===== config.mk =====
export PLATFORM = sky130hd
export DESIGN_NAME = gaussian_kernel_coefficient
export DESIGN_NICKNAME = d
export VERILOG_FILES = /design/src/rtl/core/gkc_pkg.sv /design/src/rtl/core/gkc_div.sv /design/src/rtl/core/gaussian_kernel_coefficient.sv
export SDC_FILE = /design/constraint.sdc
export NUM_CORES = 2
export LEC_CHECK = 0
export BUFFER_PORTS_ARGS = -buffer_cell sky130_fd_sc_hd__buf_2
export CORE_ASPECT_RATIO = 0.7
export CORE_MARGIN = 10
export CORE_UTILIZATION = 25
export CTS_CLUSTER_SIZE = 14
export DETAILED_ROUTE_END_ITERATION = 8
export PLACE_DENSITY_LB_ADDON = 0.05
export REMOVE_ABC_BUFFERS = 1
export SKIP_LAST_GASP = 1
export SYNTH_ARGS = -nofsm -noshare
export SYNTH_HDL_FRONTEND = slang
export SYNTH_SLANG_ARGS = --single-unit

===== constraint.sdc =====
create_clock -name clk -period 12.59 [get_ports clk]
set_input_delay 1.8885 -clock clk [delete_from_list [all_inputs] [get_ports clk]]
set_output_delay 1.8885 -clock clk [all_outputs]
set_load 0.01 [all_outputs]

===== src/rtl/core/gkc_pkg.sv =====
package gkc_pkg;

  // Largest kernel side that is accepted as valid.
  localparam int unsigned MAX_SIDE = 15;

  // Shared divider sizing: the widest numerator is a Q8.24 ratio with rounding,
  // the widest denominator is a full axis sum of 1-D weights.
  localparam int unsigned DIV_NW = 57;
  localparam int unsigned DIV_DW = 36;
  localparam int unsigned DIV_CW = 6;

  // Configuration register indexes.
  localparam logic [7:0] REG_WIDTH  = 8'd0;
  localparam logic [7:0] REG_HEIGHT = 8'd1;
  localparam logic [7:0] REG_SIGMA  = 8'd2;
  localparam logic [7:0] REG_NORM   = 8'd3;

  // Result status codes.
  localparam logic [1:0] ST_OK      = 2'd0;
  localparam logic [1:0] ST_EVEN    = 2'd1;
  localparam logic [1:0] ST_SIGMA   = 2'd2;
  localparam logic [1:0] ST_OUTSIDE = 2'd3;

  // Request to the shared divider.
  typedef struct packed {
    logic              start;
    logic [DIV_CW-1:0] nbits;
  } div_ctl_t;

  typedef enum logic [4:0] {
    S_IDLE,
    S_SIG2,
    S_SIG2_W,
    S_D_START,
    S_D_WAIT,
    S_T_MUL,
    S_T_START,
    S_T_WAIT,
    S_CLAMP,
    S_SQ_MUL,
    S_SQ_RND,
    S_ACCUM,
    S_F_MUL,
    S_F_RND,
    S_RX_START,
    S_RX_WAIT,
    S_RY_START,
    S_RY_WAIT,
    S_N_MUL,
    S_N_RND,
    S_OUT
  } state_t;

endpackage


===== src/rtl/core/gkc_div.sv =====
// Restoring divider, one quotient bit a cycle. Only the lowest nbits of the
// numerator are walked, and done rises as the last quotient bit is shifted in.
module gkc_div (
  input  logic                          clk,
  input  logic                          rst,
  input  gkc_pkg::div_ctl_t             ctl,
  input  logic [gkc_pkg::DIV_NW-1:0]    num,
  input  logic [gkc_pkg::DIV_DW-1:0]    den,
  output logic [gkc_pkg::DIV_NW-1:0]    quo,
  output logic                          done
);

  logic [gkc_pkg::DIV_NW-1:0] nsh;
  logic [gkc_pkg::DIV_DW-1:0] rem;
  logic [gkc_pkg::DIV_DW-1:0] den_r;
  logic [gkc_pkg::DIV_CW-1:0] cnt;
  logic                       busy;
  logic [gkc_pkg::DIV_DW:0]   trial;
  logic [gkc_pkg::DIV_DW:0]   diff;
  logic                       ge;

  // Trial subtraction of the divisor from the shifted remainder.
  assign trial = {rem, nsh[gkc_pkg::DIV_NW-1]};
  assign diff  = trial - {1'b0, den_r};
  assign ge    = trial >= {1'b0, den_r};

  // Control of the iteration.
  always_ff @(posedge clk) begin
    if (rst) begin
      busy <= 1'b0;
      done <= 1'b0;
      cnt  <= '0;
    end else begin
      done <= 1'b0;
      if (ctl.start) begin
        busy <= 1'b1;
        cnt  <= ctl.nbits;
      end else if (busy) begin
        cnt <= cnt - 1'b1;
        if (cnt == gkc_pkg::DIV_CW'(1)) begin
          busy <= 1'b0;
          done <= 1'b1;
        end
      end
    end
  end

  // Datapath of the iteration.
  always_ff @(posedge clk) begin
    if (ctl.start) begin
      nsh   <= num << (gkc_pkg::DIV_CW'(gkc_pkg::DIV_NW) - ctl.nbits);
      rem   <= '0;
      quo   <= '0;
      den_r <= den;
    end else if (busy) begin
      nsh <= nsh << 1;
      rem <= ge ? diff[gkc_pkg::DIV_DW-1:0] : trial[gkc_pkg::DIV_DW-1:0];
      quo <= {quo[gkc_pkg::DIV_NW-2:0], ge};
    end
  end

endmodule


===== src/rtl/core/gaussian_kernel_coefficient.sv =====
// Gaussian kernel coefficient generator.
// The slave channel takes one word per request: s_tdata holds the kernel row
// and column. The master channel returns one word per request: m_tdata holds
// the coefficient in unsigned Q0.16 and m_tuser the status (0 ok, 1 even or
// oversized side, 2 zero sigma, 3 position outside the kernel; the
// coefficient is zero whenever the status is not ok).
// The cfg channel writes kernel width, height, sigma (Q8.8) and the normalize
// flag by index; it is always ready and must only be used while idle.
// One request is worked at a time: s_tready is low from acceptance until the
// result has been taken. For every offset from 0 to the larger half side, the
// shared divider and multiplier build a 1-D weight: one 37-step division for
// the exponent argument, twelve series terms of a multiply and a 33-step
// division each, then four squarings. With normalize set two 57-step divisions
// follow. A request with an error status can be taken in the cycle after
// acceptance. The result waits in its output register while m_tready is low.
// Reset restores width 3, height 3, sigma 1.0 and normalize on, and empties
// the block.
module gaussian_kernel_coefficient (
  input  logic        clk,
  input  logic        rst,
  input  logic        s_tvalid,
  output logic        s_tready,
  input  logic [7:0]  s_tdata,   // [3:0] row, [7:4] col
  output logic        m_tvalid,
  input  logic        m_tready,
  output logic [15:0] m_tdata,   // [15:0] coefficient
  output logic [1:0]  m_tuser,   // [1:0] status
  input  logic        cfg_valid,
  output logic        cfg_ready,
  input  logic [7:0]  cfg_index,
  input  logic [15:0] cfg_data
);

  localparam int unsigned SW = gkc_pkg::DIV_DW;

  gkc_pkg::state_t state, state_next;

  logic [3:0]  kernel_width;
  logic [3:0]  kernel_height;
  logic [15:0] sigma_q8_8;
  logic        normalize;

  logic [3:0]  row_in, col_in;
  logic [3:0]  cx4, cy4, dx4, dy4;
  logic [1:0]  status_in;

  logic [2:0]  d, dmax, dx, dy;
  logic [3:0]  k;
  logic [1:0]  sq_cnt;
  logic [31:0] s2;
  logic [32:0] term;
  logic [20:0] t;
  logic signed [34:0] acc;
  logic [31:0] v, gx, gy;
  logic [SW-1:0] sx, sy;
  logic [24:0] rx, ry;
  logic [15:0] coefficient;
  logic [1:0]  status;

  logic [32:0] mul_a, mul_b;
  logic [65:0] prod;
  logic [64:0] rnd32;
  logic [32:0] rnd16;
  logic [5:0]  d2;
  logic [SW-1:0] g_add;

  gkc_pkg::div_ctl_t          div_ctl;
  logic [gkc_pkg::DIV_NW-1:0] div_num, div_quo;
  logic [gkc_pkg::DIV_DW-1:0] div_den;
  logic                       div_done;

  gkc_div u_div (
    .clk  (clk),
    .rst  (rst),
    .ctl  (div_ctl),
    .num  (div_num),
    .den  (div_den),
    .quo  (div_quo),
    .done (div_done)
  );

  // Configuration writes.
  assign cfg_ready = 1'b1;

  always_ff @(posedge clk) begin
    if (rst) begin
      kernel_width  <= 4'd3;
      kernel_height <= 4'd3;
      sigma_q8_8    <= 16'd256;
      normalize     <= 1'b1;
    end else if (cfg_valid) begin
      unique case (cfg_index)
        gkc_pkg::REG_WIDTH:  kernel_width  <= cfg_data[3:0];
        gkc_pkg::REG_HEIGHT: kernel_height <= cfg_data[3:0];
        gkc_pkg::REG_SIGMA:  sigma_q8_8    <= cfg_data;
        gkc_pkg::REG_NORM:   normalize     <= cfg_data[0];
        default: ;
      endcase
    end
  end

  // Request decode: centres, offset magnitudes and the early status.
  assign row_in = s_tdata[3:0];
  assign col_in = s_tdata[7:4];
  assign cx4    = {1'b0, kernel_width[3:1]};
  assign cy4    = {1'b0, kernel_height[3:1]};
  assign dx4    = (col_in >= cx4) ? col_in - cx4 : cx4 - col_in;
  assign dy4    = (row_in >= cy4) ? row_in - cy4 : cy4 - row_in;

  always_comb begin
    if (!kernel_width[0] || !kernel_height[0] ||
        32'(kernel_width) > gkc_pkg::MAX_SIDE ||
        32'(kernel_height) > gkc_pkg::MAX_SIDE) begin
      status_in = gkc_pkg::ST_EVEN;
    end else if (sigma_q8_8 == 16'd0) begin
      status_in = gkc_pkg::ST_SIGMA;
    end else if (row_in >= kernel_height || col_in >= kernel_width) begin
      status_in = gkc_pkg::ST_OUTSIDE;
    end else begin
      status_in = gkc_pkg::ST_OK;
    end
  end

  // Shared multiplier, product registered every cycle.
  always_ff @(posedge clk) begin
    prod <= mul_a * mul_b;
  end

  // Rounding of a product to its upper half, and of that to 16 bits.
  assign rnd32 = {1'b0, prod[63:0]} + 65'(33'h080000000);
  assign rnd16 = {1'b0, rnd32[63:32]} + 33'h000008000;
  assign d2    = 6'(d) * 6'(d);
  assign g_add = (d == 3'd0) ? SW'(v) : SW'({v, 1'b0});

  // State register.
  always_ff @(posedge clk) begin
    if (rst) begin
      state <= gkc_pkg::S_IDLE;
    end else begin
      state <= state_next;
    end
  end

  // Next state.
  always_comb begin
    state_next = state;
    unique case (state)
      gkc_pkg::S_IDLE:
        if (s_tvalid) begin
          state_next = (status_in == gkc_pkg::ST_OK) ? gkc_pkg::S_SIG2 : gkc_pkg::S_OUT;
        end
      gkc_pkg::S_SIG2:    state_next = gkc_pkg::S_SIG2_W;
      gkc_pkg::S_SIG2_W:  state_next = gkc_pkg::S_D_START;
      gkc_pkg::S_D_START: state_next = gkc_pkg::S_D_WAIT;
      gkc_pkg::S_D_WAIT:  if (div_done) state_next = gkc_pkg::S_T_MUL;
      gkc_pkg::S_T_MUL:   state_next = gkc_pkg::S_T_START;
      gkc_pkg::S_T_START: state_next = gkc_pkg::S_T_WAIT;
      gkc_pkg::S_T_WAIT:
        if (div_done) begin
          state_next = (k == 4'd12) ? gkc_pkg::S_CLAMP : gkc_pkg::S_T_MUL;
        end
      gkc_pkg::S_CLAMP:   state_next = gkc_pkg::S_SQ_MUL;
      gkc_pkg::S_SQ_MUL:  state_next = gkc_pkg::S_SQ_RND;
      gkc_pkg::S_SQ_RND:
        state_next = (sq_cnt == 2'd3) ? gkc_pkg::S_ACCUM : gkc_pkg::S_SQ_MUL;
      gkc_pkg::S_ACCUM:
        if (d != dmax) begin
          state_next = gkc_pkg::S_D_START;
        end else begin
          state_next = normalize ? gkc_pkg::S_RX_START : gkc_pkg::S_F_MUL;
        end
      gkc_pkg::S_F_MUL:   state_next = gkc_pkg::S_F_RND;
      gkc_pkg::S_F_RND:   state_next = gkc_pkg::S_OUT;
      gkc_pkg::S_RX_START:
        state_next = (sx == '0 || sy == '0) ? gkc_pkg::S_OUT : gkc_pkg::S_RX_WAIT;
      gkc_pkg::S_RX_WAIT: if (div_done) state_next = gkc_pkg::S_RY_START;
      gkc_pkg::S_RY_START: state_next = gkc_pkg::S_RY_WAIT;
      gkc_pkg::S_RY_WAIT: if (div_done) state_next = gkc_pkg::S_N_MUL;
      gkc_pkg::S_N_MUL:   state_next = gkc_pkg::S_N_RND;
      gkc_pkg::S_N_RND:   state_next = gkc_pkg::S_OUT;
      gkc_pkg::S_OUT:     if (m_tready) state_next = gkc_pkg::S_IDLE;
      default:            state_next = gkc_pkg::S_IDLE;
    endcase
  end

  // Outputs of the sequencer: handshakes, multiplier operands, divider requests.
  always_comb begin
    s_tready      = 1'b0;
    m_tvalid      = 1'b0;
    mul_a         = '0;
    mul_b         = '0;
    div_ctl.start = 1'b0;
    div_ctl.nbits = '0;
    div_num       = '0;
    div_den       = '0;
    unique case (state)
      gkc_pkg::S_IDLE: s_tready = 1'b1;
      gkc_pkg::S_OUT:  m_tvalid = 1'b1;
      gkc_pkg::S_SIG2: begin
        mul_a = 33'(sigma_q8_8);
        mul_b = 33'(sigma_q8_8);
      end
      gkc_pkg::S_D_START: begin
        // Exponent argument: d*d*2^31 / sigma^2.
        div_ctl.start = 1'b1;
        div_ctl.nbits = gkc_pkg::DIV_CW'(37);
        div_num       = gkc_pkg::DIV_NW'({d2, 31'd0});
        div_den       = gkc_pkg::DIV_DW'(s2);
      end
      gkc_pkg::S_T_MUL: begin
        mul_a = term;
        mul_b = 33'(t);
      end
      gkc_pkg::S_T_START: begin
        div_ctl.start = 1'b1;
        div_ctl.nbits = gkc_pkg::DIV_CW'(33);
        div_num       = gkc_pkg::DIV_NW'(prod[52:20]);
        div_den       = gkc_pkg::DIV_DW'(k);
      end
      gkc_pkg::S_SQ_MUL: begin
        mul_a = 33'(v);
        mul_b = 33'(v);
      end
      gkc_pkg::S_F_MUL: begin
        mul_a = 33'(gx);
        mul_b = 33'(gy);
      end
      gkc_pkg::S_RX_START: begin
        div_ctl.start = (sx != '0) && (sy != '0);
        div_ctl.nbits = gkc_pkg::DIV_CW'(gkc_pkg::DIV_NW);
        div_num       = gkc_pkg::DIV_NW'({gx, 24'd0}) + gkc_pkg::DIV_NW'(sx[SW-1:1]);
        div_den       = sx;
      end
      gkc_pkg::S_RY_START: begin
        div_ctl.start = 1'b1;
        div_ctl.nbits = gkc_pkg::DIV_CW'(gkc_pkg::DIV_NW);
        div_num       = gkc_pkg::DIV_NW'({gy, 24'd0}) + gkc_pkg::DIV_NW'(sy[SW-1:1]);
        div_den       = sy;
      end
      gkc_pkg::S_N_MUL: begin
        mul_a = 33'(rx);
        mul_b = 33'(ry);
      end
      default: ;
    endcase
  end

  // Datapath registers stepped by the sequencer.
  always_ff @(posedge clk) begin
    case (state)
      gkc_pkg::S_IDLE: begin
        status      <= status_in;
        coefficient <= 16'd0;
        dx          <= dx4[2:0];
        dy          <= dy4[2:0];
        dmax        <= (cx4 > cy4) ? cx4[2:0] : cy4[2:0];
        d           <= 3'd0;
        sx          <= '0;
        sy          <= '0;
      end
      gkc_pkg::S_SIG2_W: s2 <= prod[31:0];
      gkc_pkg::S_D_WAIT: begin
        // Cap the argument at 16.0 and open the series at 1.0.
        t    <= (div_quo > gkc_pkg::DIV_NW'(21'h100000)) ? 21'h100000 : div_quo[20:0];
        term <= 33'h100000000;
        acc  <= 35'sh100000000;
        k    <= 4'd1;
      end
      gkc_pkg::S_T_WAIT:
        if (div_done) begin
          term <= div_quo[32:0];
          if (k[0]) begin
            acc <= acc - $signed({2'b00, div_quo[32:0]});
          end else begin
            acc <= acc + $signed({2'b00, div_quo[32:0]});
          end
          k <= k + 4'd1;
        end
      gkc_pkg::S_CLAMP: begin
        if (acc[34]) begin
          v <= 32'd0;
        end else if (acc[33:32] != 2'd0) begin
          v <= 32'hFFFFFFFF;
        end else begin
          v <= acc[31:0];
        end
        sq_cnt <= 2'd0;
      end
      gkc_pkg::S_SQ_RND: begin
        v      <= rnd32[63:32];
        sq_cnt <= sq_cnt + 2'd1;
      end
      gkc_pkg::S_ACCUM: begin
        // Each nonzero offset stands twice in a side, once on either half.
        if (d <= cx4[2:0]) sx <= sx + g_add;
        if (d <= cy4[2:0]) sy <= sy + g_add;
        if (d == dx) gx <= v;
        if (d == dy) gy <= v;
        d <= d + 3'd1;
      end
      gkc_pkg::S_F_RND:
        coefficient <= (rnd16[32:16] > 17'h0FFFF) ? 16'hFFFF : rnd16[31:16];
      gkc_pkg::S_RX_START:
        if (sx == '0 || sy == '0) coefficient <= 16'd0;
      gkc_pkg::S_RX_WAIT: if (div_done) rx <= div_quo[24:0];
      gkc_pkg::S_RY_WAIT: if (div_done) ry <= div_quo[24:0];
      gkc_pkg::S_N_RND:
        coefficient <= (rnd32[64:32] > 33'h00000FFFF) ? 16'hFFFF : rnd32[47:32];
      default: ;
    endcase
  end

  assign m_tdata = coefficient;
  assign m_tuser = status;

endmodule

==> metrics.csv <==
stage,metric,value,unit
status,status,completed,
route,num_vias,56600,
floorplanning,die_h,466,um
worst_hold_path,min_path_cells,0,
clock_network,clock-sinks,663,
timing,tns,0,ns
power_and_ir_drop,power_leakage,35.0,nW
cells_and_area,num-nets-final,9150,
floorplanning,fp.dieArea,307000,um^2
power_and_ir_drop,power_density,139,nW/um^2
route,post_drt_via_cell_ratio,4.88,
global_route,grt_usage,21.2,%
flow_run,max_cap_violations,0,
clock_network,cts_setup_buffers,0,
global_route,grt_overflow,0,
timing,hold_ws,0.405,ns
place,gp_congestion,0.880,
global_route,grt_pass1_vias,56700,
floorplanning,rows,163,
critical_path,worstRegToRegCells,29,
floorplanning,core-area,282000,um^2
critical_path,critPathMaxStageDelay,1.06,ns
logic_synthesis,mappedNetlistArea,71100,um^2
power_and_ir_drop,power_frac_comb,44.3,%
critical_path,startpoint_type,flop,
power_and_ir_drop,clock_power_share,24.6,%
logic_synthesis,postSynthCellCount,7712,
cells_and_area,area_growth,12.7,%
logic_synthesis,syn_avg_cell_area,9.23,um^2
timing,max_freq,81.1,MHz
timing,hold_violations,0,
critical_path,cp_common_cell,fa_1,
critical_path,critPathMaxFanout,18,
route,drc,0,
place,pre_cts_slack,0.429,ns
clock_network,clkTransAtPathRegs,0.06,ns
critical_path,slowest_stage,nor2_2,
clock_network,clk_path_buf_depth,3,
power_and_ir_drop,p_switching,4.89,mW
floorplanning,start_util,25.2,%
route,wl,334000,um
timing,setup_violations,0,
route,ant_nets,0,
logic_synthesis,seq_area_frac_synth,25.2,%
logic_synthesis,synth_edf_count,468,
logic_synthesis,ys_ff_latch,663,
place,place.port_buffers,56,
logic_synthesis,ys_types,86,
timing,rsz0062_at_grt,no,
floorplanning,die_w,658,um
critical_path,crit_required,13.18,ns
clock_network,cts_root_buf,clkbuf_16,
global_route,grt_pass1_wl,465000,um
global_route,antenna_found_initial,20,
timing,fin_crit,12.32,ns
place,dp_hpwl,270000,um
timing,fin_crit_sh,97.9,%
global_route,grt_max_degree,89,
cells_and_area,fin_area,80200,um^2
route,drt-pass1-iter-count,6,
route,drt_iter0_drc,5532,
clock_network,cts_hold_buffers,0,
global_route,grt_use_met1,34.1,%
global_route,globalRouteMet3Util,5.26,%
timing,max-slew-margin-rel,11.8,%
timing,drv_slew,0,
clock_network,htreeDepth,3,
cells_and_area,seq_area,18000,um^2
power_and_ir_drop,power.internal,6.25,mW
power_and_ir_drop,max-vdd-ir-drop,0.000119,V
critical_path,endpoint_kind,flop,
clock_network,cts_tree,done,
cells_and_area,final_common_cell,inv_1,
floorplanning,pin_count,58,
global_route,top_usage_layer,met1,
clock_network,clk_latency,0.72,ns
worst_hold_path,min_path_type,flop to flop,
cells_and_area,nFillCells,30000,
timing,finClkSkew,0.0480,ns
logic_synthesis,synth_warnings,0,
cells_and_area,drive_gt1_share,7.41,%
critical_path,worstPathArrival,12.91,ns
place,place_area,77100,um^2
logic_synthesis,synth-async-reset-ratio,0,%
clock_network,post_cts_resized,0,
power_and_ir_drop,pwr-share-seq,31.1,%
cells_and_area,layout_common_cells,"inv_1, nand2_1, nor2_1",
cells_and_area,multi_input_area,48100,um^2
timing,worst_pin_slew,1.32,ns
route,wl_per_cell,28.8,um
critical_path,worstSetupPathType,flop to flop,
power_and_ir_drop,p_sw_share,43.9,%
logic_synthesis,synth-main-ff-cell,edfxtp_1,
timing,setup_slack,0.266,ns
clock_network,cts_buffers,88,
global_route,use_met2,28.5,%
critical_path,r2r_slack,0.27,ns
[path summary, 6_finish.rpt]
kind                               start        to
worst min register to register  prod[14]    s2[14]
worst min-delay path            prod[14]    s2[14]
worst max-delay path            state[2]  prod[61]
worst max register to register  state[2]  prod[61]
[worst max-delay path, delay by kind of cell (launching register included)]
family / cells / cell delay [ns]
compound gates: 9 / 3.47
simple gates: 5 / 2.41
flops: 1 / 0.49
buf+inv: 5 / 0.71
fa+ha+maj: 9 / 4.89
xor+xnor: 1 / 0.18
[registers in the layout, summed over array words and instances (netlist names), 5 cells and up]
| name | count |
|---|---|
| m_tdata | 16 |
| term | 33 |
| u_div.den_r | 36 |
| u_div.rem | 36 |
| gx | 32 |
| t | 21 |
| acc | 35 |
| sx | 36 |
| sy | 36 |
| u_div.quo | 57 |
| u_div.cnt | 6 |
| state | 5 |
| v | 32 |
| u_div.nsh | 57 |
| s2 | 32 |
| prod | 64 |
| gy | 32 |
| sigma_q8_8 | 16 |
| rx | 25 |
| ry | 25 |
[stage by stage]
step	std cells	power [mW]	utilization [%]
after floorplan	7343	6.48	-
after global placement	11400	8.42	27.3
after detailed placement	11400	8.39	27.3
after CTS	11600	11.2	28.4
after global routing	11600	11.8	28.4
final	11600	11.1	28.4
[synthesized netlist by cell type (all sizes together) (25+ instances only)]
master  instances  area, um^2
nor3           77         390
a221oi         43         377
or3            28         180
nand4          52         325
o31ai          25         188
xnor2         191        1670
ha            455        5690
and3           43         269
a21o          149        1120
a221o          47         470
a21oi         258        1290
nor2          956        3590
nor4           47         309
inv          1116        4190
a22o           30         263
nand3          78         390
a31oi          35         219
nand2b         52         325
dfxtp         195        3900
o21ai         233        1170
edfxtp        468       14100
a22oi          61         458
mux2i         128        1280
clkbuf        347        1310
and2           88         551
nand2         985        3700
mux2           39         439
fa            935       18700
o21a           43         323
xor2          129        1130
buf            31         149
o21bai         37         278
a211oi         42         315
nor2b          34         213
[layer usage]
layer	routed length (um)	vias to the layer above
met2	127000	1806
met3	27100	220
met4	4590	0
li1	-	25300
met1	176000	29300
met5	0	-
[area by class of cell]
type                            count  share of cell area [%]
Multi-Input combinational cell   5564                    60.0
Sequential cell                   663                    22.4
Tap cell                         3795                    5.92
Antenna cell                       12                  0.0374
Timing Repair Buffer              289                    2.58
Clock inverter                     54                   0.751
Inverter                         1117                    5.23
Clock buffer                      111                    3.09
[power by group through the flow]
stage	logic, mW	registers [mW]	clock network (mW)
detailed placement	4.89	3.49	0
finish	4.94	3.46	2.74
global placement	4.92	3.50	0
CTS	4.93	3.46	2.81
floorplan	3.18	3.30	0
global route	5.43	3.50	2.89
[kinds of logic after synthesis]
group                      count (synthesis)  synth area share, %
other                                      2               0.0106
muxes                                    167                 2.42
DFF                                      663                 25.2
and+or+nand+nor                         2518                 15.3
buffers and inverters                   1495                 7.94
adders and majority gates               1390                 34.3
xor gates and xnor gates                 320                 3.94
AOI/OAI and AO/OA                       1157                 10.9
Power figures use the tool's default switching activity.
